## src/rtl/tcw_pkg.sv

```systemverilog
// ----------------------------------------------------------------------------
// Text console character writer: shared package
// Character codes, register indexes, field widths and the command word that
// the front end passes to the back end.
// ----------------------------------------------------------------------------
package tcw_pkg;

   // Field widths of the request and response.
   localparam int CHAR_W  = 8;
   localparam int INDEX_W = 11;
   localparam int POS_W   = 11;
   localparam int CELL_W  = 16;
   localparam int COLOR_W = 4;

   // Wide enough for a cell address at the largest grid the design supports.
   localparam int MAX_ADDR_W = 12;

   // Depth of the command queue between front and back end.
   localparam int QUEUE_DEPTH = 2;

   // Character codes.
   localparam logic [CHAR_W-1:0] CHAR_BS          = 8'h08;
   localparam logic [CHAR_W-1:0] CHAR_TAB         = 8'h09;
   localparam logic [CHAR_W-1:0] CHAR_LF          = 8'h0A;
   localparam logic [CHAR_W-1:0] CHAR_CR          = 8'h0D;
   localparam logic [CHAR_W-1:0] CHAR_SPACE       = 8'h20;
   localparam logic [CHAR_W-1:0] CHAR_PRINT_LAST  = 8'h7F;

   // Request operations.
   localparam logic OP_WRITE = 1'b0;
   localparam logic OP_READ  = 1'b1;

   // Register indexes.
   localparam logic CSR_BACKGROUND = 1'b0;
   localparam logic CSR_FOREGROUND = 1'b1;

   localparam logic [COLOR_W-1:0] BACKGROUND_RESET = 4'h0;
   localparam logic [COLOR_W-1:0] FOREGROUND_RESET = 4'hF;

   typedef enum logic [1:0] {
      CMD_NONE,
      CMD_PUT,
      CMD_READ
   } cmd_kind_type;

   typedef struct packed {
      cmd_kind_type              kind;
      logic                      scroll;
      logic                      read_hit;
      logic [MAX_ADDR_W-1:0]     addr;
      logic [2*COLOR_W-1:0]      attr;
      logic [CHAR_W-1:0]         char_code;
      logic [POS_W-1:0]          cursor_position;
   } cmd_type;

   typedef enum logic [2:0] {
      BK_CLEAR,
      BK_IDLE,
      BK_COPY,
      BK_DRAIN,
      BK_FILL,
      BK_HOLD
   } back_state_type;

endpackage

```

## src/rtl/tcw_queue.sv

```systemverilog
// ----------------------------------------------------------------------------
// Text console character writer: command queue
// Short in-order queue that decouples request decoding from cell memory work.
// ----------------------------------------------------------------------------
module tcw_queue (
   input  logic             clock,
   input  logic             reset,
   input  logic             push,
   input  tcw_pkg::cmd_type push_cmd,
   output logic             full,
   input  logic             pop,
   output logic             empty,
   output tcw_pkg::cmd_type head
);

   localparam int DEPTH = tcw_pkg::QUEUE_DEPTH;
   localparam int PTR_W = $clog2(DEPTH);
   localparam int CNT_W = $clog2(DEPTH + 1);

   tcw_pkg::cmd_type entries_ff [DEPTH];
   logic [PTR_W-1:0] wr_ptr_ff, wr_ptr_in;
   logic [PTR_W-1:0] rd_ptr_ff, rd_ptr_in;
   logic [CNT_W-1:0] count_ff, count_in;

   assign full  = (count_ff == CNT_W'(DEPTH));
   assign empty = (count_ff == '0);
   assign head  = entries_ff[rd_ptr_ff];

   always_comb begin
      wr_ptr_in = wr_ptr_ff;
      rd_ptr_in = rd_ptr_ff;
      count_in  = count_ff;
      if (push) begin
         wr_ptr_in = (wr_ptr_ff == PTR_W'(DEPTH - 1)) ? '0 : wr_ptr_ff + PTR_W'(1);
      end
      if (pop) begin
         rd_ptr_in = (rd_ptr_ff == PTR_W'(DEPTH - 1)) ? '0 : rd_ptr_ff + PTR_W'(1);
      end
      if (push && !pop) count_in = count_ff + CNT_W'(1);
      if (pop && !push) count_in = count_ff - CNT_W'(1);
   end

   always_ff @(posedge clock) begin
      if (reset) begin
         wr_ptr_ff <= '0;
         rd_ptr_ff <= '0;
         count_ff  <= '0;
      end else begin
         wr_ptr_ff <= wr_ptr_in;
         rd_ptr_ff <= rd_ptr_in;
         count_ff  <= count_in;
      end
   end

   always_ff @(posedge clock) begin
      if (push) entries_ff[wr_ptr_ff] <= push_cmd;
   end

endmodule

```

## config.mk

```make
export PLATFORM = sky130hd
export DESIGN_NAME = tcw_queue
export DESIGN_NICKNAME = d
export VERILOG_FILES = /design/src/rtl/tcw_pkg.sv /design/src/rtl/tcw_queue.sv
export SDC_FILE = /design/constraint.sdc
export NUM_CORES = 1
export LEC_CHECK = 0
export ABC_AREA = 1
export ABC_CLOCK_PERIOD_IN_PS = 5300
export BUFFER_PORTS_ARGS = -buffer_cell sky130_fd_sc_hd__buf_2
export CAP_MARGIN = 20
export CORE_UTILIZATION = 56
export DETAILED_ROUTE_END_ITERATION = 8
export HOLD_SLACK_MARGIN = 0.1
export PLACE_DENSITY = 0.84
export SETUP_SLACK_MARGIN = 0.1
export SYNTH_ARGS = -nofsm -noshare
export SYNTH_HDL_FRONTEND = slang
export SYNTH_SLANG_ARGS = --single-unit
```

## constraint.sdc

```tcl
create_clock -name clock -period 5.3 [get_ports clock]
set_input_delay 0 -clock clock [delete_from_list [all_inputs] [get_ports clock]]
set_output_delay 0 -clock clock [all_outputs]
set_load 0.01 [all_outputs]
```

# == After elaboration in Yosys (flattened, before gate mapping) ==
# Memory sizes are Yosys's and may differ from the RTL's. A register that Yosys moved wholly into a read port is not among the register bits.
# Cells that the tools add are included.
# totals
reg_bits,4
ram_bits,86
input_bits,47
elab_cells,23
mem_count,1
# classes
n_addsub,4
n_eq_ne,1
mux,8
reduce_logical,6
# memory_table
memory,depth,word_bits,rd,rd_clocked_by_memory_dff,wr,line,text
entries_ff,2,43,1,1,1,tcw_queue.sv:20,tcw_pkg::cmd_type entries_ff [DEPTH];
# ops
op,count
$mux 1,6
$mux 2,2
$add 1x1->1 const B,2
$add 2x1->2 const B,1
$eq 2x2->1 const B,1
$logic_and 1x1->1,2
$logic_not 1->1,2
$logic_not 2->1,1
$reduce_bool 2->1,1
$sub 2x1->2 const B,1

# == Logic depth before layout (Yosys ltp) ==
# Gate-level depths: netlist of run 1.
# depth
depth_word,4
ltp_mapped,7
mapped_depth_nobuf,7

# == Worst setup path before layout of run 1 ==
# Ideal clock, no wire load.
# synth_timing
path_kind,register to register
startpoint,reg wr_ptr_ff
endpoint,mem entries_ff[0][0] in the netlist's numbering (enable)
setup_ns,0.444
arrival_ns,2.130
setup_slack_ns,2.726
stages_incl_launch_ff,2
n_path_buf,0
synth_period_minus_slack_ns,2.574
cell_sequence,dfxtp_1 > nor2_1
# synth_rtl
element,line,text
from (decl),tcw_queue.sv:21,"logic [PTR_W-1:0] wr_ptr_ff, wr_ptr_in;"
from (signal assigned),tcw_queue.sv:49,wr_ptr_ff <= wr_ptr_in;
to (decl),tcw_queue.sv:20,
# Straight into the memory's write port.

==> reports/results.tsv, run 1 <==
stage	metric	value	unit
cells_and_area	finalNetCount	361	
worst_setup_path	worst-setup-path-type	flop to output port	
worst_setup_path	regToRegSetupSlack	3.73	ns
min_path	hold_end	entries_ff[1][1]$_DFFE_PP_	
route	drc	0	
logic_synthesis	syn_area	3533	um^2
min_path	min_path_type	input pin to flop	
min_path	hold_path_depth	2	
floorplan	io_pins	92	
logic_synthesis	synth_edf_count	86	
placed_design	port-buffer-count	91	
timing	timing.fmax	545.7	MHz
placed_design	gp_congestion	0.7457	
timing	fin_skew	0.009266	ns
route	vias	1907	
global_route	grt_max_degree	45	
cells_and_area	syn_to_final_growth	32.15	%
flow_run	drv_cap	0	
worst_setup_path	worstRegToRegCells	2	
logic_synthesis	synth_cells	167	
logic_synthesis	yosys-top-cells-area	edfxtp_1 73%, mux2_4 17%, dfxtp_1 2.8%	
route	wl_per_cell	14.95	um
timing	final_max_slew_viol_count	0	
power_and_ir_drop	vdd_drop_max	0.0002012	V
clocking	cts_sinks	91	
clocking	cts_tree	done	
logic_synthesis	netlist_top_cells_count	86 x edfxtp_1, 40 x mux2_4, 10 x nor2_1, 7 x inv_1	
worst_setup_path	cpPeakStageDelay	0.59	ns
clocking	numCtsBuffers	9	
worst_setup_path	end_kind	output port	
clocking	cts-htree-levels	3	
floorplan	die_width	81.44	um
worst_setup_path	crit_family	buffers and inverters	
clocking	path_clk_slew	0.08	ns
power_and_ir_drop	total_power	1484	uW
status	run_status	complete, no violations	
route	firstDrtPassIters	4	
worst_setup_path	cp.arrival	1.83	ns
floorplan	start_util	0.5898	
global_route	antenna_found_initial	0	
floorplan	dieArea	6632	um^2
clocking	clk-insertion-delay-late	0.34	ns
cells_and_area	diodes	0	
logic_synthesis	synth_nets	215	
worst_setup_path	critical-path-slowest-cell	buf_4	
worst_setup_path	critical_path.cell_chain	buf_4 > mux2_2 > buf_2	
placed_design	hpwlAfterDp	3501	um
logic_synthesis	yosysSeqAreaShare	0.7592	
logic_synthesis	yosysTopAreaCell	edfxtp_1	
logic_synthesis	ys_seq_elements	91	
power_and_ir_drop	cellPowerDensity	317.9	nW/um^2
logic_synthesis	ys.flop_type	edfxtp_1	
global_route	grt_pass1_wl	8949	um
logic_synthesis	synthArstFlopShare	0	
worst_setup_path	cp.required	5.30	ns
global_route	overflow	0	
timing	fin_crit	1.833	ns
clocking	root_buffer	clkbuf_8	
timing	rsz0062_at_grt	no	
global_route	track_usage	0.1923	
worst_setup_path	reg2reg_to	entries_ff[1][12]$_DFFE_PP_	
worst_setup_path	path_max_fanout	43	
timing	hold_viol_final	0	
logic_synthesis	synthMostInstantiatedCell	edfxtp_1	
timing	tightest_slew	0.9468	ns
worst_setup_path	r2r_start	wr_ptr_ff$_SDFFE_PP0P_	
min_path	min-delay-start	push_cmd[1]	
logic_synthesis	syn_avg_cell_area	21.16	um^2
logic_synthesis	yosysUniqueCellTypes	15	
timing	timing.final.crit_share	0.3458	
clocking	postCtsSetupBuffers	0	
floorplan	fp.dieH	81.44	um
worst_setup_path	start_kind	flop	
global_route	grt_pass1_vias	1960	
floorplan	rows	28	
route	viasPerCell	4.852	
power_and_ir_drop	power.leakage	0.001901	uW
logic_synthesis	yosysWarnings	0	
timing	timing.setup.tns	0	ns
clocking	cts.path.max_buffers	2	
route	drt_wl_total	5876	um
timing	slew_headroom	0.3679	
route	drtAntennaViolNets	0	
cells_and_area	drive_above_1_share	0.4780	
worst_setup_path	cp_num_buf_inv	2	
floorplan	core_area	5991	um^2
logic_synthesis	synth_top_area_frac	0.7309	
timing	setup_viol	0	
route	drtIter0Drc	115	
area by class of cell:
type,count,area (um^2)
fill,327,1321
clock inverter,6,56.30
clock buffer,10,127.6
sequential,91,2684
tap,75,93.84
inverter,7,26.28
multi-input combinational,64,740.7
timing repair buffer,140,940.9
report_power, final:
part	switching [uW]	internal (uW)	leakage, uW
clock	216	214	0.0000951
sequential	11.7	830	0.000849
combinational	93.8	118	0.000957
through the flow:
stage / cells / cell area, um^2 / setup WS, ns / utilization / hold slack, ns
2_1_floorplan: 167 / 3533 / 2.726 / - / 0.07238
3_3_place_gp: 330 / 4015 / 3.769 / 0.6702 / 0.1882
3_5_place_dp: 330 / 4015 / 3.735 / 0.6702 / 0.1917
4_1_cts: 393 / 4669 / 3.442 / 0.7794 / 0.3493
5_1_grt: 393 / 4669 / 3.384 / 0.7794 / 0.3623
6_report: 393 / 4669 / 3.467 / 0.7794 / 0.3719
what timing repair did:
item                                    CTS  global route
hold buffers                             47             0
hold endpoints to repair                 91             0
resized for setup                         0             0
endpoints found under the setup margin    0             0
kinds of logic after synthesis:
kind of cell / after synthesis / share of synthesized area
buffers and inverters: 12 / 0.03329
adders and majority gates: 1 / 0.003541
xor gates and xnor gates: 1 / 0.002479
AOI/OAI and AO/OA: 2 / 0.002830
muxes: 43 / 0.1795
and+or+nand+nor: 17 / 0.01912
DFF: 91 / 0.7592
flip-flops by register name, indices dropped and copies added, names as in the netlist, named ones only:
signal / count
count_ff: 2
entries_ff: 86
rd_ptr_ff: 1
wr_ptr_ff: 1
metal layers:
metal	global-route usage	share of wire	vias up
met5	0	0	-
met4	0.1196	0.036	0
met3	0.03667	0.044	20
met2	0.3358	0.52	65
met1	0.2168	0.40	898
li1	-	-	924
how the worst max path moves through the flow:
| stage | start | endpoint | slack [ns] | cells after the start |
|---|---|---|---|---|
| 2_1_floorplan | wr_ptr_ff$_SDFFE_PP0P_ | entries_ff[0][0]$_DFFE_PP_ | 2.73 | 1 |
| 3_3_place_gp | wr_ptr_ff$_SDFFE_PP0P_ | entries_ff[1][36]$_DFFE_PP_ | 3.77 | 2 |
| 3_5_place_dp | wr_ptr_ff$_SDFFE_PP0P_ | entries_ff[1][41]$_DFFE_PP_ | 3.74 | 2 |
| 4_1_cts | flop | head[21] | 3.44 | 3 |
| 5_1_grt | flop | head[27] | 3.38 | 3 |
| 6_report | flop | head[23] | 3.47 | 3 |
layout by cell type, fill, tap and decap left out, types with 2 or more instances in the layout:
cell	Yosys	routed
nand2_1	5	5
edfxtp_1	86	86
mux2_2	3	3
dlygate4sd3_1	0	47
clkinv_2	0	2
nor2_1	10	9
mux2_4	40	40
dfxtp_1	5	4
clkinv_1	0	2
buf_2	0	91
inv_1	7	6
clkbuf_8	0	9
buf_4	0	2
(Power assumes the default switching activity.)
==> run 2: changes to the inputs <==
ABC_CLOCK_PERIOD_IN_PS = 1650   (was 5300)
CORE_UTILIZATION = 47   (was 56)
PLACE_DENSITY = 0.75   (was 0.84)
clock period = 1.65 ns   (was 5.3 ns; I/O delays follow)
==> reports/results.tsv, run 2 (synthesis results as in run 1) <==
stage	metric	value	unit	change
global_route	grt_max_degree	45		unchanged
route	drc	0		unchanged
clocking	clk-insertion-delay-late	0.34	ns	about the same
timing	layout_setup_ws	0.2142	ns	-3.253 ns
timing	timing.fmax	696.5	MHz	
worst_setup_path	cp.arrival	1.44	ns	-0.39 ns
cells_and_area	final_cell_mix	91 x buf_2, 86 x edfxtp_1, 47 x dlygate4sd3_1		
route	drt_wl_total	6051	um	+3.0%
cells_and_area	syn_to_final_growth	34.07	%	
timing	timing.final.crit_share	0.8702		
cells_and_area	postLayoutCellArea	4737	um^2	+1.4%
timing	fin_crit	1.436	ns	
global_route	antenna_found_initial	0		unchanged
worst_setup_path	crit_family	flip-flops		
timing	timing.setup.tns	0	ns	unchanged
global_route	track_usage	0.1539		-0.03839
cells_and_area	finalNetCount	363		+0.55%
timing	tightest_slew	0.2539	ns	-0.6929 ns
cells_and_area	reg.largest.list	entries_ff: 86 flops, count_ff: 2 flops		
worst_setup_path	worst-setup-path-type	flop to output port		
clocking	cts-htree-levels	3		unchanged
clocking	cts.path.max_buffers	2		unchanged
cells_and_area	largest-register	entries_ff		
cells_and_area	largest_reg_flops	86		unchanged
timing	rsz0062_at_grt	no		
global_route	grt_pass1_vias	1865		-4.8%
clocking	numCtsBuffers	9		unchanged
timing	hold_viol_final	0		unchanged
worst_setup_path	cp_num_buf_inv	2		unchanged
worst_setup_path	cpPeakStageDelay	0.38	ns	-0.21 ns
floorplan	io_pins	92		unchanged
placed_design	placed_cells	355		+7.6%
global_route	grt_pass1_wl	8659	um	-3.2%
floorplan	start_util	0.4871		-0.1027
placed_design	gp_congestion	0.6743		-9.6%
route	drtAntennaViolNets	0		unchanged
floorplan	rows	31		+11%
cells_and_area	diodes	0		unchanged
power_and_ir_drop	cellPowerDensity	972.5	nW/um^2	+210%
floorplan	core_area	7253	um^2	+21%
worst_setup_path	start_kind	flop		
worst_setup_path	critical-path-slowest-cell	dfxtp_2		
timing	slew_headroom	0.8308		+0.4629
timing	fin_skew	0.007723	ns	-0.001543 ns
cells_and_area	drive_above_1_share	0.4780		unchanged
clocking	path_clk_slew	0.08	ns	about the same
timing	final_max_slew_viol_count	0		unchanged
clocking	cts_sinks	91		unchanged
floorplan	dieArea	7869	um^2	+19%
global_route	overflow	0		unchanged
worst_setup_path	end_kind	output port		
floorplan	die_width	88.71	um	+8.9%
worst_setup_path	critical_path.cell_chain	buf_12 > mux2_2 > buf_2		
floorplan	fp.dieH	88.71	um	+8.9%
clocking	cts_tree	done		
power_and_ir_drop	power.leakage	0.001900	uW	about the same
status	run_status	complete, no violations		
placed_design	pre_cts_ws	0.4717	ns	-3.263 ns
flow_run	drv_cap	0		unchanged
timing	setup_viol	0		unchanged
clocking	root_buffer	clkbuf_8		
placed_design	placed_cell_area	4094	um^2	+2.0%
min_path	min_path_type	input pin to flop		
placed_design	hpwlAfterDp	3580	um	+2.3%
route	vias	1897		-0.52%
placed_design	port-buffer-count	91		unchanged
clocking	postCtsSetupBuffers	0		unchanged
cells_and_area	fin_cells	417		+6.1%
worst_setup_path	cp.required	1.65	ns	-3.65 ns
route	viasPerCell	4.549		-6.2%
route	firstDrtPassIters	4		unchanged
route	wl_per_cell	14.51	um	-2.9%
worst_setup_path	path_max_fanout	22		-49%
power_and_ir_drop	vdd_drop_max	0.0006288	V	+210%
cells_and_area	final_common_cell	buf_2		
route	drtIter0Drc	101		-12%
==> run 2: worst reg2reg max path, stage by stage (launching register included) <==
cell and delay [ns]:
dfxtp_1 0.32, xnor2_1 0.19, nor2_1 0.05, dlygate4sd3_1 0.54
==> run 2: final timing paths <==
kind | startpoint | end | slack, ns | cells after the start
max | flop | head[21] | 0.21 | 3
min | push_cmd[22] | entries_ff[1][22]$_DFFE_PP_ | 0.39 | 2
max reg2reg | rd_ptr_ff$_SDFFE_PP0P_ | flop | 0.45 | 3
min reg2reg | rd_ptr_ff$_SDFFE_PP0P_ | rd_ptr_ff$_SDFFE_PP0P_ | 0.53 | 2
==> run 2: what timing repair did <==
action                                 4_1_cts  5_1_grt
endpoints found under the hold margin       91        0
setup endpoints to repair                    0        3
resized for setup                            0        0
hold buffers                                47        0
==> run 2: area by class of cell <==
class / count / area (um^2)
clock buffers: 10 / 127.6
flip-flops and latches: 91 / 2684
well taps: 99 / 123.9
clock inverters: 4 / 20.02
fillers: 521 / 2516
inverters: 7 / 30.03
multi-input cells: 64 / 740.7
repair buffers: 142 / 1011
==> run 2: routing by layer <==
metal	global-route usage	wire, um
met4	0.08358	94
met3	0.02799	212
met5	0	0
met1	0.1750	2531
met2	0.2748	3212
==> run 2: per-stage QoR <==
| step | utilization | total power [uW] | hold slack (ns) |
|---|---|---|---|
| 5_1_grt | 0.6531 | 4808 | 0.3800 |
| 4_1_cts | 0.6496 | 4646 | 0.3592 |
| 3_3_place_gp | 0.5644 | 3353 | 0.1886 |
| 3_5_place_dp | 0.5644 | 3374 | 0.1912 |
| 6_report | 0.6531 | 4607 | 0.3853 |
| 2_1_floorplan | - | 3166 | 0.07238 |
==> run 2: power by group <==
group / switching, uW / internal (uW) / leakage [uW] / total [uW]
registers: 40.7 / 2660 / 0.000849 / 2710
clock network: 669 / 518 / 0.0000731 / 1190
logic: 309 / 405 / 0.000977 / 714
