$ cat config.mk
export PLATFORM = sky130hd
export DESIGN_NAME = tcw_front
export DESIGN_NICKNAME = d
export VERILOG_FILES = /design/src/rtl/tcw_pkg.sv /design/src/rtl/tcw_front.sv
export SDC_FILE = /design/constraint.sdc
export NUM_CORES = 1
export LEC_CHECK = 0
export BUFFER_PORTS_ARGS = -buffer_cell sky130_fd_sc_hd__buf_4
export CORE_MARGIN = 1
export CORE_UTILIZATION = 54
export CTS_CLUSTER_DIAMETER = 100
export CTS_CLUSTER_SIZE = 10
export DETAILED_ROUTE_END_ITERATION = 6
export PLACE_DENSITY_LB_ADDON = 0.05
export REMOVE_ABC_BUFFERS = 1
export SETUP_SLACK_MARGIN = 0.5
export SYNTH_ARGS = -nofsm -noshare
export SYNTH_HDL_FRONTEND = slang
export SYNTH_SLANG_ARGS = --single-unit
$ cat constraint.sdc
create_clock -name clock -period 6 [get_ports clock]
set_input_delay 0.6 -clock clock [delete_from_list [all_inputs] [get_ports clock]]
set_output_delay 0.6 -clock clock [all_outputs]
set_load 0.1 [all_outputs]
$ cat src/rtl/tcw_pkg.sv
// ----------------------------------------------------------------------------
// Text console character writer: shared package
// Character codes, register indexes, field widths and the command word that
// the front end passes to the back end.
// ----------------------------------------------------------------------------
package tcw_pkg;

   // Field widths of the request and response.
   localparam int CHAR_W  = 8;
   localparam int INDEX_W = 11;
   localparam int POS_W   = 11;
   localparam int CELL_W  = 16;
   localparam int COLOR_W = 4;

   // Wide enough for a cell address at the largest grid the design supports.
   localparam int MAX_ADDR_W = 12;

   // Depth of the command queue between front and back end.
   localparam int QUEUE_DEPTH = 2;

   // Character codes.
   localparam logic [CHAR_W-1:0] CHAR_BS          = 8'h08;
   localparam logic [CHAR_W-1:0] CHAR_TAB         = 8'h09;
   localparam logic [CHAR_W-1:0] CHAR_LF          = 8'h0A;
   localparam logic [CHAR_W-1:0] CHAR_CR          = 8'h0D;
   localparam logic [CHAR_W-1:0] CHAR_SPACE       = 8'h20;
   localparam logic [CHAR_W-1:0] CHAR_PRINT_LAST  = 8'h7F;

   // Request operations.
   localparam logic OP_WRITE = 1'b0;
   localparam logic OP_READ  = 1'b1;

   // Register indexes.
   localparam logic CSR_BACKGROUND = 1'b0;
   localparam logic CSR_FOREGROUND = 1'b1;

   localparam logic [COLOR_W-1:0] BACKGROUND_RESET = 4'h0;
   localparam logic [COLOR_W-1:0] FOREGROUND_RESET = 4'hF;

   typedef enum logic [1:0] {
      CMD_NONE,
      CMD_PUT,
      CMD_READ
   } cmd_kind_type;

   typedef struct packed {
      cmd_kind_type              kind;
      logic                      scroll;
      logic                      read_hit;
      logic [MAX_ADDR_W-1:0]     addr;
      logic [2*COLOR_W-1:0]      attr;
      logic [CHAR_W-1:0]         char_code;
      logic [POS_W-1:0]          cursor_position;
   } cmd_type;

   typedef enum logic [2:0] {
      BK_CLEAR,
      BK_IDLE,
      BK_COPY,
      BK_DRAIN,
      BK_FILL,
      BK_HOLD
   } back_state_type;

endpackage

$ cat src/rtl/tcw_front.sv
// ----------------------------------------------------------------------------
// Text console character writer: front end
// Accepts requests, keeps the cursor and colour registers, decodes each byte
// and pushes one command per request into the queue.
// ----------------------------------------------------------------------------
module tcw_front #(
   parameter int COLUMNS = 80,
   parameter int ROWS    = 25
) (
   input  logic                          clock,
   input  logic                          reset,
   input  logic                          req_tvalid,
   output logic                          req_tready,
   input  logic                          req_op,
   input  logic [tcw_pkg::CHAR_W-1:0]    req_char,
   input  logic [tcw_pkg::INDEX_W-1:0]   req_index,
   input  logic                          csr_wr_en,
   input  logic                          csr_index,
   input  logic [tcw_pkg::COLOR_W-1:0]   csr_wdata,
   input  logic                          q_full,
   input  logic                          clear_busy,
   output logic                          q_push,
   output tcw_pkg::cmd_type              q_cmd
);

   localparam int COL_W      = $clog2(COLUMNS);
   localparam int ROW_W      = (ROWS > 1) ? $clog2(ROWS) : 1;
   localparam int CW         = $clog2(COLUMNS + 8);
   localparam int RW         = $clog2(ROWS + 1);
   localparam int CELL_COUNT = ROWS * COLUMNS;
   localparam int AW         = tcw_pkg::MAX_ADDR_W;

   logic [COL_W-1:0]            col_ff, col_in;
   logic [ROW_W-1:0]            row_ff, row_in;
   logic [tcw_pkg::COLOR_W-1:0] bg_ff, bg_in;
   logic [tcw_pkg::COLOR_W-1:0] fg_ff, fg_in;

   logic [CW-1:0] col_step, col_fin;
   logic [RW-1:0] row_step, row_fin;
   logic          printable;
   logic          scroll;
   logic [AW-1:0] cur_pos, next_pos;
   logic          accept;

   assign req_tready = !q_full && !clear_busy;
   assign accept     = req_tvalid && req_tready;

   assign printable = (req_char >= tcw_pkg::CHAR_SPACE) &&
                      (req_char <= tcw_pkg::CHAR_PRINT_LAST);

   // Cursor update for one byte: control move, then line wrap, then scroll.
   always_comb begin
      col_step = CW'(col_ff);
      row_step = RW'(row_ff);
      case (req_char)
         tcw_pkg::CHAR_BS: begin
            if (col_ff != '0) col_step = CW'(col_ff) - CW'(1);
         end
         tcw_pkg::CHAR_TAB: begin
            col_step = (CW'(col_ff) + CW'(8)) & ~CW'(7);
         end
         tcw_pkg::CHAR_CR: begin
            col_step = '0;
         end
         tcw_pkg::CHAR_LF: begin
            col_step = '0;
            row_step = RW'(row_ff) + RW'(1);
         end
         default: begin
            if (printable) col_step = CW'(col_ff) + CW'(1);
         end
      endcase

      col_fin = col_step;
      row_fin = row_step;
      if (col_step >= CW'(COLUMNS)) begin
         col_fin = '0;
         row_fin = row_step + RW'(1);
      end

      scroll = 1'b0;
      if (row_fin >= RW'(ROWS)) begin
         row_fin = RW'(ROWS - 1);
         scroll  = 1'b1;
      end
   end

   assign cur_pos  = AW'(row_ff) * AW'(COLUMNS) + AW'(col_ff);
   assign next_pos = AW'(row_fin) * AW'(COLUMNS) + AW'(col_fin);

   always_comb begin
      q_cmd.attr      = {bg_ff, fg_ff};
      q_cmd.char_code = req_char;
      q_cmd.read_hit  = (AW'(req_index) < AW'(CELL_COUNT));
      if (req_op == tcw_pkg::OP_READ) begin
         q_cmd.kind            = tcw_pkg::CMD_READ;
         q_cmd.scroll          = 1'b0;
         q_cmd.addr            = AW'(req_index);
         q_cmd.cursor_position = cur_pos[tcw_pkg::POS_W-1:0];
      end else begin
         q_cmd.kind            = printable ? tcw_pkg::CMD_PUT : tcw_pkg::CMD_NONE;
         q_cmd.scroll          = scroll;
         q_cmd.addr            = cur_pos;
         q_cmd.cursor_position = next_pos[tcw_pkg::POS_W-1:0];
      end
   end

   assign q_push = accept;

   always_comb begin
      col_in = col_ff;
      row_in = row_ff;
      if (accept && req_op == tcw_pkg::OP_WRITE) begin
         col_in = col_fin[COL_W-1:0];
         row_in = row_fin[ROW_W-1:0];
      end
      bg_in = bg_ff;
      fg_in = fg_ff;
      if (csr_wr_en) begin
         case (csr_index)
            tcw_pkg::CSR_BACKGROUND: bg_in = csr_wdata;
            tcw_pkg::CSR_FOREGROUND: fg_in = csr_wdata;
            default: ;
         endcase
      end
   end

   always_ff @(posedge clock) begin
      if (reset) begin
         col_ff <= '0;
         row_ff <= '0;
         bg_ff  <= tcw_pkg::BACKGROUND_RESET;
         fg_ff  <= tcw_pkg::FOREGROUND_RESET;
      end else begin
         col_ff <= col_in;
         row_ff <= row_in;
         bg_ff  <= bg_in;
         fg_ff  <= fg_in;
      end
   end

endmodule

* Yosys cells after proc, flatten, opt, wreduce, memory -nomap -nowiden *
Index checks and enable logic that the tools add are counted.

storage, ports and cells
  register bits after elaboration = 20
  bits of input ports = 31
  output and inout bits = 45
  logic and storage cells = 46

operators by class
  $add $sub $neg = 7
  multipliers = 2
  $lt $le $gt $ge = 5
  eq/ne operators = 4
  muxes and demuxes = 12
  bitwise logic cells = 2
  reduce and logical (&&, ||, !) cells = 10

operators with widths
  cell                    number
  $eq A8 B4 Y1 const B    4
  $mux W7                 3
  $pmux W7 S3             1
  $mux W5                 3
  $add A12 B7 Y12         1
  $mux W12                1
  $add A11 B7 Y11         1
  $lt A11 B11 Y1 const B  1
  $mux W11                1
  $add A5 B1 Y5 const B   2
  $ge A8 B6 Y1 const B    1
  $le A8 B7 Y1 const B    1
  $mul A5 B3 Y8 const B   1
  $add A7 B1 Y7 const B   1
  $add A7 B4 Y7 const B   1
  $ge A7 B7 Y1 const B    1
  $mul A5 B3 Y7 const B   1
  $reduce_bool A7 Y1      1
  $sub A7 B1 Y7 const B   1
  $ge A5 B5 Y1 const B    1
  $logic_and A1 B1 Y1     4
  $reduce_and A2 Y1       2
  $mux W3                 1
  $logic_not A1 Y1        2
  other kinds (3)         5

* Depth between registers and ports, before layout *
Gate-level depths: netlist (run 1).

  word-level depth = 11
  gate-level depth with buffers = 22
  gate-level depth less buffers = 20

* Worst setup path before layout (run 1) *
Ideal clock, no wire load.

  kind = in2out
  start = input req_char[0] in the netlist's numbering
  end = output q_cmd[10] in the netlist's numbering
  arrival time = 6660 ps
  data required time = 5400 ps
  path slack = -1260 ps
  cell stages on the path = 21
  buffers on the path = 2
  cells stage by stage = buf_6 > or4b_4 > nor3_4 > xnor2_1 > inv_1 > ha_1 > a21boi_0 > o2111a_1 > a221oi_1 > nor3b_2 > buf_6 > nor2_1 > ha_1 > ha_1 > fa_1 > inv_1 > o41ai_1 > nand2_1 > o221ai_1 > xnor2_1 > o21ai_0

RTL lines
  item         RTL line         RTL
  from (decl)  tcw_front.sv:15  input logic [tcw_pkg::CHAR_W-1:0] req_char,
  to (decl)    tcw_front.sv:23  output tcw_pkg::cmd_type q_cmd

==> results of run 1 <==
registers in the layout, summed over array words and instances (netlist names):
signal,cells
bg_ff,4
fg_ff,4
col_ff,7
row_ff,5
critical path, stage by stage:
cell      delay (ns)
buf_4           0.13
or4b_4          0.56
nor3_4          0.13
buf_6           0.16
xnor2_4         0.14
inv_2           0.08
ha_4            0.17
a21boi_4        0.14
o2111a_1        0.16
a221oi_1        0.17
nor3b_2         0.28
nor2_2          0.09
ha_1            0.31
ha_2            0.21
fa_1            0.48
inv_2           0.11
nor2_4          0.05
a31oi_1         0.20
o221ai_2        0.12
xnor2_1         0.15
o21ai_1         0.17
buf_6           0.25
repair_timing:
item	4_1_cts	5_1_grt
resized for setup	16	20
setup buffers	15	3
setup endpoints to repair	1	4
pin swaps	10	17
hold buffers	0	0
routing by layer:
metal | track usage | part of all wire | up-vias
met5 | 0 | 0 | -
met4 | 0.05882 | 0.013 | 0
met3 | 0.02901 | 0.062 | 14
met2 | 0.4621 | 0.45 | 107
met1 | 0.3811 | 0.47 | 1312
li1 | - | - | 1431
logic make-up (layout without fill, tap and decap cells):
family | after synthesis | in the layout | synth area share
multiplexers | 11 | 11 | 0.04296
AND/OR/NAND/NOR | 135 | 135 | 0.2601
XOR/XNOR | 29 | 29 | 0.1007
AO/OA/AOI/OAI | 92 | 92 | 0.2259
adder cells (fa/ha/maj) | 28 | 28 | 0.1404
buffers and inverters | 45 | 121 | 0.08222
flip-flops | 20 | 20 | 0.1478
worst max path at each step:
stage	from	endpoint	slack, ns	depth (start not counted)
5_1_grt	req_char[5]	q_cmd[10]	0.41	22
3_3_place_gp	req_char[5]	q_cmd[10]	0.31	21
2_1_floorplan	req_char[4]	q_cmd[10]	-1.38	19
4_1_cts	req_char[6]	q_cmd[10]	0.50	24
6_report	req_char[5]	q_cmd[10]	0.54	22
3_5_place_dp	req_char[5]	q_cmd[10]	0.13	21
power groups by stage:
stage | Clock (uW) | Sequential [uW] | Combinational [uW]
3_5_place_dp | 0 | 141 | 169
6_report | 84.5 | 138 | 171
3_3_place_gp | 0 | 141 | 168
2_1_floorplan | 0 | 163 | 73.4
5_1_grt | 92.8 | 139 | 178
4_1_cts | 87.2 | 138 | 170
area by class of cell:
cell class / count / area [um2]
Multi-Input combinational cell: 295 / 2208
Fill cell: 390 / 1220
Timing Repair Buffer: 98 / 757.0
Sequential cell: 20 / 400.4
Tap cell: 67 / 83.83
Inverter: 20 / 75.07
Clock buffer: 3 / 41.29
metrics by stage:
step | setup slack [ns] | total power [uW] | util | std cells | hold WS [ns]
CTS | 0.5013 | 395.4 | 0.7247 | 500 | 0.4793
global route | 0.4054 | 409.3 | 0.7451 | 503 | 0.5020
detailed placement | 0.1301 | 310.1 | 0.6782 | 482 | 0.4648
global placement | 0.3088 | 309.0 | 0.6782 | 482 | 0.4524
finish | 0.5358 | 394.2 | 0.7451 | 503 | 0.4781
floorplan | -1.376 | 236.6 | - | 335 | 0.4909
cell usage in the layout, fill, tap and decap left out, drive strengths merged, types with 7 or more instances in the layout:
| master | count |
|---|---|
| a21oi | 23 |
| buf | 97 |
| dfxtp | 20 |
| ha | 24 |
| inv | 20 |
| nand2 | 42 |
| nand3 | 16 |
| nor2 | 29 |
| nor2b | 7 |
| o21ai | 27 |
| xnor2 | 18 |
| xor2 | 11 |
==> results.sh, run 1 <==
export IMPL_reg2reg_from="col_ff[1]"
export IMPL_drtPass1Iterations=4
export IMPL_worstRegToRegCells=13
export IMPL_synth_flop_cell="dfxtp_1"
export IMPL_r2r_end="row_ff[1]"
export IMPL_cp_arrival_ns=4.86
export IMPL_fin_skew_ns=0.003415
export IMPL_yosys_top_cells_count="nand2_1 (42), nor2_1 (29), o21ai_0 (25)"
export IMPL_gp_congestion=0.9229
export IMPL_period_minus_slack_ns=5.464
export IMPL_worst_pin_slew_ns=0.6091
export IMPL_drc=0
export IMPL_drt_wl_total_um=7240
export IMPL_clock_sinks=20
export IMPL_track_usage=0.2750
export IMPL_grt_max_degree=45
export IMPL_chipHeight_um=72.83
export IMPL_cp_start_kind="primary input"
export IMPL_worst_r2r_setup_slack_ns=3.13
export IMPL_fin_nets=497
export IMPL_crit_required_ns=5.40
export IMPL_hold_path_end="fg_ff[2]"
export IMPL_die_w_um=72.83
export IMPL_syn_area_per_cell_um2=7.525
export IMPL_period_share=0.9107
export IMPL_die_area_um2=5303
export IMPL_p_clk_frac=0.214
export IMPL_cp_max_fo=7
export IMPL_synth_area_leaders="dfxtp_1 (15%), ha_1 (11%), nand2_1 (5.8%)"
export IMPL_synth_top_area_frac=0.1478
export IMPL_status="completed"
export IMPL_drive_gt1_frac=0.3211
export IMPL_fin_area_um2=3566
export IMPL_holdPathStages=2
export IMPL_hold_violations=0
export IMPL_initial_core_util=0.5660
export IMPL_max_freq_mhz=183.0
export IMPL_synth_area_um2=2709
export IMPL_overflow=0
export IMPL_power_density_nw_per_um2=110.6
export IMPL_maxCapViolations=0
export IMPL_cts_tree="built"
export IMPL_clock_latency_ns=0.25
export IMPL_async_flop_share=0
export IMPL_synth_top_cell_by_area="dfxtp_1"
export IMPL_grt_pass1_wl_um=11570
export IMPL_synth_cell_type_count=64
export IMPL_detailed_place_area_um2=3246
export IMPL_switching_share=0.4349
export IMPL_synth_most_common_cell="nand2_1"
export IMPL_seqPwrFrac=0.351
export IMPL_ys_seq_area_frac=0.1478
export IMPL_report_final_slew_viol_count=0
export IMPL_vias_per_cell=5.694
export IMPL_area_growth_pct=31.64
export IMPL_power_switching_uw=171.4
export IMPL_post_drt_wl_per_cell_um=14.39
export IMPL_comb_power_share=0.435
export IMPL_synth_seq_cells=20
export IMPL_ant_nets=0
export IMPL_antenna_found_initial=0
export IMPL_worstSetupPathType="primary input to primary output"
export IMPL_fin_tns_setup_ns=0
export IMPL_leakagePower_uw=0.001611
export IMPL_root_buffer="clkbuf_8"
export IMPL_grt_pass1_vias=2542
export IMPL_setup_violations=0
export IMPL_cts_buffers=3
export IMPL_drt_iter0_drc=227
export IMPL_syn_instance_count=360
export IMPL_p_int_uw=222.8
export IMPL_path_clk_slew_ns=0.07
export IMPL_synth_edff_count=0
export IMPL_synth_warnings=0
export IMPL_min_delay_start="fg_ff[2]"
export IMPL_hp_class="flip-flop to flip-flop"
export IMPL_ios=76
export IMPL_htreeDepth=1
export IMPL_portBuffers=75
export IMPL_cts_buffer_depth=2
export IMPL_antenna_cells=0
export IMPL_coreArea_um2=4786
export IMPL_dp_hpwl_um=5302
export IMPL_placement_rows=25
export IMPL_vias=2864
export IMPL_relSlewSlack=0.5931
export IMPL_endpoint_kind="primary output"
export IMPL_ir_drop_mv=0.1671
export IMPL_rsz0062_at_grt="true"
Note: power is estimated with default switching activity, not from simulation.
==> run 2: changes to the inputs <==
Settings changed: ABC_AREA set to 1, CELL_PAD_IN_SITES_DETAIL_PLACEMENT set to 2, CELL_PAD_IN_SITES_GLOBAL_PLACEMENT set to 2, CORE_UTILIZATION 54 to 28.
==> results.sh, run 2 <==
export IMPL_yosys_area_share_simple=0.3800
export IMPL_fin_area_um2=3402
export IMPL_grt_pass1_vias=3136
export IMPL_drc=0
export IMPL_leakagePower_uw=0.001798
export IMPL_report_final_slew_viol_count=0
export IMPL_path_clk_slew_ns=0.08
export IMPL_ys_seq_area_frac=0.1465
export IMPL_synth_warnings=0
export IMPL_htreeDepth=1
export IMPL_drive_gt1_frac=0.2495
export IMPL_fillers=1187
export IMPL_cts_buffer_depth=2
export IMPL_synth_area_um2=2733
export IMPL_synth_top_family_by_area="simple AND/OR/NAND/NOR gates"
export IMPL_worst_r2r_setup_slack_ns=3.67
export IMPL_period_minus_slack_ns=5.091
export IMPL_syn_instance_count=433
export IMPL_synthAdderAreaFrac=0.1392
export IMPL_synth_top_area_frac=0.1552
export IMPL_reg_top3="col_ff (7), row_ff (5)"
export IMPL_hold_violations=0
export IMPL_synth_edff_count=0
export IMPL_clock_sinks=20
export IMPL_worstSetupPathType="flip-flop to primary output"
export IMPL_status="completed"
export IMPL_fin_skew_ns=0.005396
export IMPL_endpoint_kind="primary output"
export IMPL_total_power_uw=509.9
export IMPL_setup_violations=0
export IMPL_ant_nets=0
export IMPL_relSlewSlack=0.5860
export IMPL_layout_common_cells="nand2_1 (113), buf_4 (74), inv_1 (54), o21ai_0 (39), nor2_1 (36)"
export IMPL_detailed_place_area_um2=3339
export IMPL_dp_hpwl_um=7414
export IMPL_vias_per_cell=4.760
export IMPL_synth_cell_type_count=40
export IMPL_power_density_nw_per_um2=149.9
export IMPL_crit_required_ns=5.40
export IMPL_die_area_um2=10160
export IMPL_hp_class="flip-flop to flip-flop"
export IMPL_fin_nets=553
export IMPL_overflow=0
export IMPL_fin_tns_setup_ns=0
export IMPL_grt_pass1_wl_um=15080
export IMPL_holdPathStages=2
export IMPL_rsz0062_at_grt="false"
export IMPL_syn_area_per_cell_um2=6.311
export IMPL_hold_path_end="fg_ff[3]"
export IMPL_cp_start_kind="flip-flop"
export IMPL_reg2reg_from="col_ff[0]"
export IMPL_ios=76
export IMPL_maxCapViolations=0
export IMPL_cts_buffers=3
export IMPL_die_w_um=100.8
export IMPL_synth_compound_area_frac=0.1401
export IMPL_cp_max_fo=7
export IMPL_gp_congestion=0.7770
export IMPL_cts_setup_buffers=0
export IMPL_cts_tree="built"
export IMPL_cp_arrival_ns=4.49
export IMPL_antenna_cells=0
export IMPL_multiInputGateArea_um2=1987
export IMPL_root_buffer="clkbuf_8"
export IMPL_post_synth_xor_area_fraction=0.06410
export IMPL_synth_top_cell_by_area="nand2_1"
export IMPL_fin_cells=622
export IMPL_synth_flop_cell="dfxtp_1"
export IMPL_yosys_top_cells_count="nand2_1 (113), inv_1 (55), o21ai_0 (40)"
export IMPL_post_drt_wl_per_cell_um=14.25
export IMPL_top_register="col_ff"
export IMPL_clock_latency_ns=0.27
export IMPL_worst_pin_slew_ns=0.6203
export IMPL_track_usage=0.1867
export IMPL_vias=2961
export IMPL_area_growth_pct=24.50
export IMPL_chipHeight_um=100.8
export IMPL_synth_most_common_cell="nand2_1"
export IMPL_initial_core_util=0.2930
export IMPL_antenna_found_initial=0
export IMPL_synth_area_leaders="nand2_1 (16%), dfxtp_1 (15%), ha_1 (11%)"
export IMPL_period_share=0.8485
export IMPL_min_delay_start="fg_ff[3]"
export IMPL_register_area_um2=404.1
export IMPL_max_freq_mhz=196.4
export IMPL_coreArea_um2=9328
export IMPL_worstRegToRegCells=15
export IMPL_final_common_cell="nand2_1"
export IMPL_async_flop_share=0
export IMPL_dp_cells=618
export IMPL_synth_seq_cells=20
export IMPL_ir_drop_mv=0.08427
export IMPL_synth_mux_area_fraction=0.003663
export IMPL_grt_max_degree=38
export IMPL_final_util=0.3647
export IMPL_r2r_end="row_ff[4]"
export IMPL_drt_iter0_drc=65
export IMPL_largest_reg_flops=7
export IMPL_drtPass1Iterations=4
export IMPL_placement_rows=35
export IMPL_drt_wl_total_um=8863
export IMPL_portBuffers=75
-- run 2: worst max-delay path: stages (launching register included) --
cell     delay (ns)
dfxtp_1        0.44
inv_2          0.14
ha_1           0.23
nand2_1        0.13
nor2_4         0.07
nor2_4         0.14
nand3_1        0.12
nand2_1        0.12
nor2_4         0.05
a21oi_2        0.23
nand2_1        0.13
nand2_4        0.14
nand2_8        0.08
nand2_4        0.08
inv_1          0.06
ha_1           0.29
ha_1           0.23
fa_1           0.49
inv_1          0.06
nor2_1         0.15
nand2_1        0.08
xnor2_1        0.19
inv_1          0.06
nand2_1        0.07
nand3_1        0.10
nand2_1        0.10
buf_6          0.22
-- run 2: routing by layer --
layer | track usage | routed length [um] | share of wire
met4 | 0.02341 | 38 | 0.0043
met3 | 0.02219 | 272 | 0.031
met5 | 0 | 0 | 0
met2 | 0.3351 | 4196 | 0.47
met1 | 0.2452 | 4355 | 0.49
-- run 2: layout make-up --
class	instances	area share
inverters	60	0.06694
well taps	129	0.04744
flip-flops and latches	20	0.1188
clock buffers	4	0.01618
multi-input cells	334	0.5840
repair buffers	75	0.1666
-- run 2: worst max-delay path by stage --
| stage | slack, ns | depth (start not counted) | to | from |
|---|---|---|---|---|
| detailed placement | 0.79 | 25 | q_cmd[10] | req_char[5] |
| CTS | 0.65 | 26 | q_cmd[10] | col_ff[0] |
| finish | 0.91 | 26 | q_cmd[10] | col_ff[0] |
| global route | 0.54 | 26 | q_cmd[10] | col_ff[0] |
| floorplan | 0.84 | 24 | q_cmd[8] | req_char[2] |
| global placement | 0.91 | 25 | q_cmd[10] | req_char[5] |
-- run 2: timing repair --
action,4_1_cts,5_1_grt
endpoints found under the setup margin,0,1
resized for setup,0,6
hold buffers,0,0
-- run 2: where the power goes --
group | total, uW | switching (uW) | internal (uW)
Clock | 110 | 51.4 | 58.6
Sequential | 146 | 7.62 | 139
Combinational | 254 | 193 | 60.8
-- run 2: cell families after synthesis --
group                      count (synthesis)
AOI/OAI and AO/OA                         69
xor gates and xnor gates                  20
adders and majority gates                 28
buffers and inverters                     79
DFF                                       20
muxes                                      1
and+or+nand+nor                          216
-- run 2: through the flow --
step	hold WS, ns	worst slack, ns
6_report	0.4893	0.9092
5_1_grt	0.4985	0.5429
4_1_cts	0.4977	0.6484
3_5_place_dp	0.4749	0.7851
3_3_place_gp	0.4635	0.9119
2_1_floorplan	0.4805	0.8410
==> run 3: changes to the inputs <==
Clock period 6 ns to 5.3 ns, I/O delays scaled along.
==> results.sh, run 3 (same netlist as run 2, synthesis figures left out) <==
export IMPL_setup_violations=0
export IMPL_endpoint_kind="primary output"
export IMPL_dp_hpwl_um=7553
export IMPL_die_area_um2=10160
export IMPL_final_util=0.4097
export IMPL_ios=76
export IMPL_cts_buffer_depth=2
export IMPL_comb_power_share=0.519
export IMPL_cts_hold_buf=0
export IMPL_antenna_cells=0
export IMPL_post_drt_wl_per_cell_um=15.57
export IMPL_fin_nets=576
export IMPL_initial_core_util=0.2930
export IMPL_switching_share=0.4970
export IMPL_hp_class="primary input to flip-flop"
export IMPL_relSlewSlack=0.5854
export IMPL_path_clk_slew_ns=0.08
export IMPL_fillers=1135
export IMPL_final_common_cell="nand2_1"
export IMPL_register_area_um2=427.9
export IMPL_fin_tns_setup_ns=0
export IMPL_fin_skew_ns=0.009750
export IMPL_drc=0
export IMPL_worstRegToRegCells=17
export IMPL_cts_buffers=3
export IMPL_portBuffers=75
export IMPL_critPathSlowestCell="fa_1"
export IMPL_ir_drop_mv=0.1001
export IMPL_period_share=0.8787
export IMPL_drt_wl_total_um=10040
export IMPL_coreArea_um2=9328
export IMPL_layout_common_cells="nand2_1 (103), buf_4 (93), inv_1 (44), o21ai_0 (38), nor2_1 (27)"
export IMPL_multiInputGateArea_um2=2178
export IMPL_grt_pass1_vias=3271
export IMPL_cp_max_fo=6
export IMPL_chipHeight_um=100.8
export IMPL_hold_violations=0
export IMPL_largest_reg_flops=7
export IMPL_ant_nets=0
export IMPL_grt_pass1_wl_um=15570
export IMPL_antenna_found_initial=0
export IMPL_power_density_nw_per_um2=156.1
export IMPL_drive_gt1_frac=0.3682
export IMPL_placement_rows=35
export IMPL_clock_latency_ns=0.27
export IMPL_fin_area_um2=3821
export IMPL_worst_pin_slew_ns=0.6212
export IMPL_drtPass1Iterations=4
export IMPL_rsz0062_at_grt="false"
export IMPL_overflow=0
export IMPL_cts_tree="built"
export IMPL_track_usage=0.1911
export IMPL_worstSetupPathType="primary input to primary output"
export IMPL_drt_iter0_drc=59
export IMPL_leakagePower_uw=0.001928
export IMPL_power_switching_uw=296.5
export IMPL_max_freq_mhz=214.7
export IMPL_vias=3101
export IMPL_reg_top3="col_ff (7), row_ff (5)"
export IMPL_die_w_um=100.8
export IMPL_top_register="col_ff"
export IMPL_total_power_uw=596.6
export IMPL_status="completed"
export IMPL_area_growth_pct=39.83
export IMPL_cp_start_kind="primary input"
export IMPL_vias_per_cell=4.808
export IMPL_p_clk_frac=0.208
export IMPL_gp_congestion=0.7813
export IMPL_seqPwrFrac=0.274
export IMPL_grt_max_degree=38
export IMPL_critPathMaxStageDelay_ns=0.55
export IMPL_root_buffer="clkbuf_8"
export IMPL_cp_arrival_ns=4.13
export IMPL_maxCapViolations=0
export IMPL_holdPathStages=2
export IMPL_crit_required_ns=4.77
export IMPL_detailed_place_area_um2=3339
export IMPL_period_minus_slack_ns=4.657
export IMPL_htreeDepth=1
export IMPL_report_final_slew_viol_count=0
export IMPL_clock_sinks=20
export IMPL_p_int_uw=300.1
==> run 3: changes by cell type in the layout (fill, tap and decap cells not counted), sizes merged <==
cell  change
nor2      +1
buf      +22
==> run 3: layout make-up <==
| type | count | share of cell area |
|---|---|---|
| Tap cell | 129 | 0.04224 |
| Inverter | 60 | 0.06221 |
| Multi-Input combinational cell | 335 | 0.5701 |
| Clock buffer | 4 | 0.01441 |
| Sequential cell | 20 | 0.1120 |
| Timing Repair Buffer | 97 | 0.1991 |
==> run 3: timing repair <==
action                     CTS  global route
pin swaps                    8            24
resized for setup           36            46
setup endpoints to repair    3             2
hold endpoints to repair     0             0
cloned                       0             1
buffers inserted             9            13
==> run 3: path summary, 6_finish.rpt <==
kind | start | endpoint | slack, ns
max | req_char[2] | q_cmd[10] | 0.64
min | reset | col_ff[4] | 0.44
max reg2reg | row_ff[0] | row_ff[4] | 3.05
min reg2reg | fg_ff[2] | fg_ff[2] | 0.49
==> run 3: critical path, delay by kind of cell <==
kind                     cells  cell delay [ns]
buffers and inverters        9             0.84
XOR/XNOR                     1             0.16
adder cells (fa/ha/maj)      4             1.18
AND/OR/NAND/NOR             16             1.42
==> run 3: power groups by stage <==
stage / Clock [uW] / Sequential, uW / Combinational [uW]
floorplan: 0 / 195 / 157
global placement: 0 / 169 / 285
detailed placement: 0 / 169 / 290
CTS: 129 / 164 / 297
global route: 134 / 164 / 327
finish: 124 / 163 / 309
==> run 3: per-layer routing <==
| layer | wire length (um) | part of all wire | GRT usage | up-vias |
|---|---|---|---|---|
| li1 | - | - | - | 1540 |
| met1 | 4746 | 0.47 | 0.2428 | 1499 |
| met2 | 4991 | 0.50 | 0.3551 | 56 |
| met3 | 251 | 0.025 | 0.02080 | 6 |
| met4 | 55 | 0.0055 | 0.02230 | 0 |
| met5 | 0 | 0 | 0 | - |
==> run 3: through the flow <==
stage	hold slack (ns)	instances	worst slack, ns
5_1_grt	0.4395	645	0.4201
3_5_place_dp	0.4775	618	0.1435
3_3_place_gp	0.4638	618	0.3465
2_1_floorplan	0.4805	414	0.2810
6_report	0.4424	645	0.6430
4_1_cts	0.4330	631	0.5082
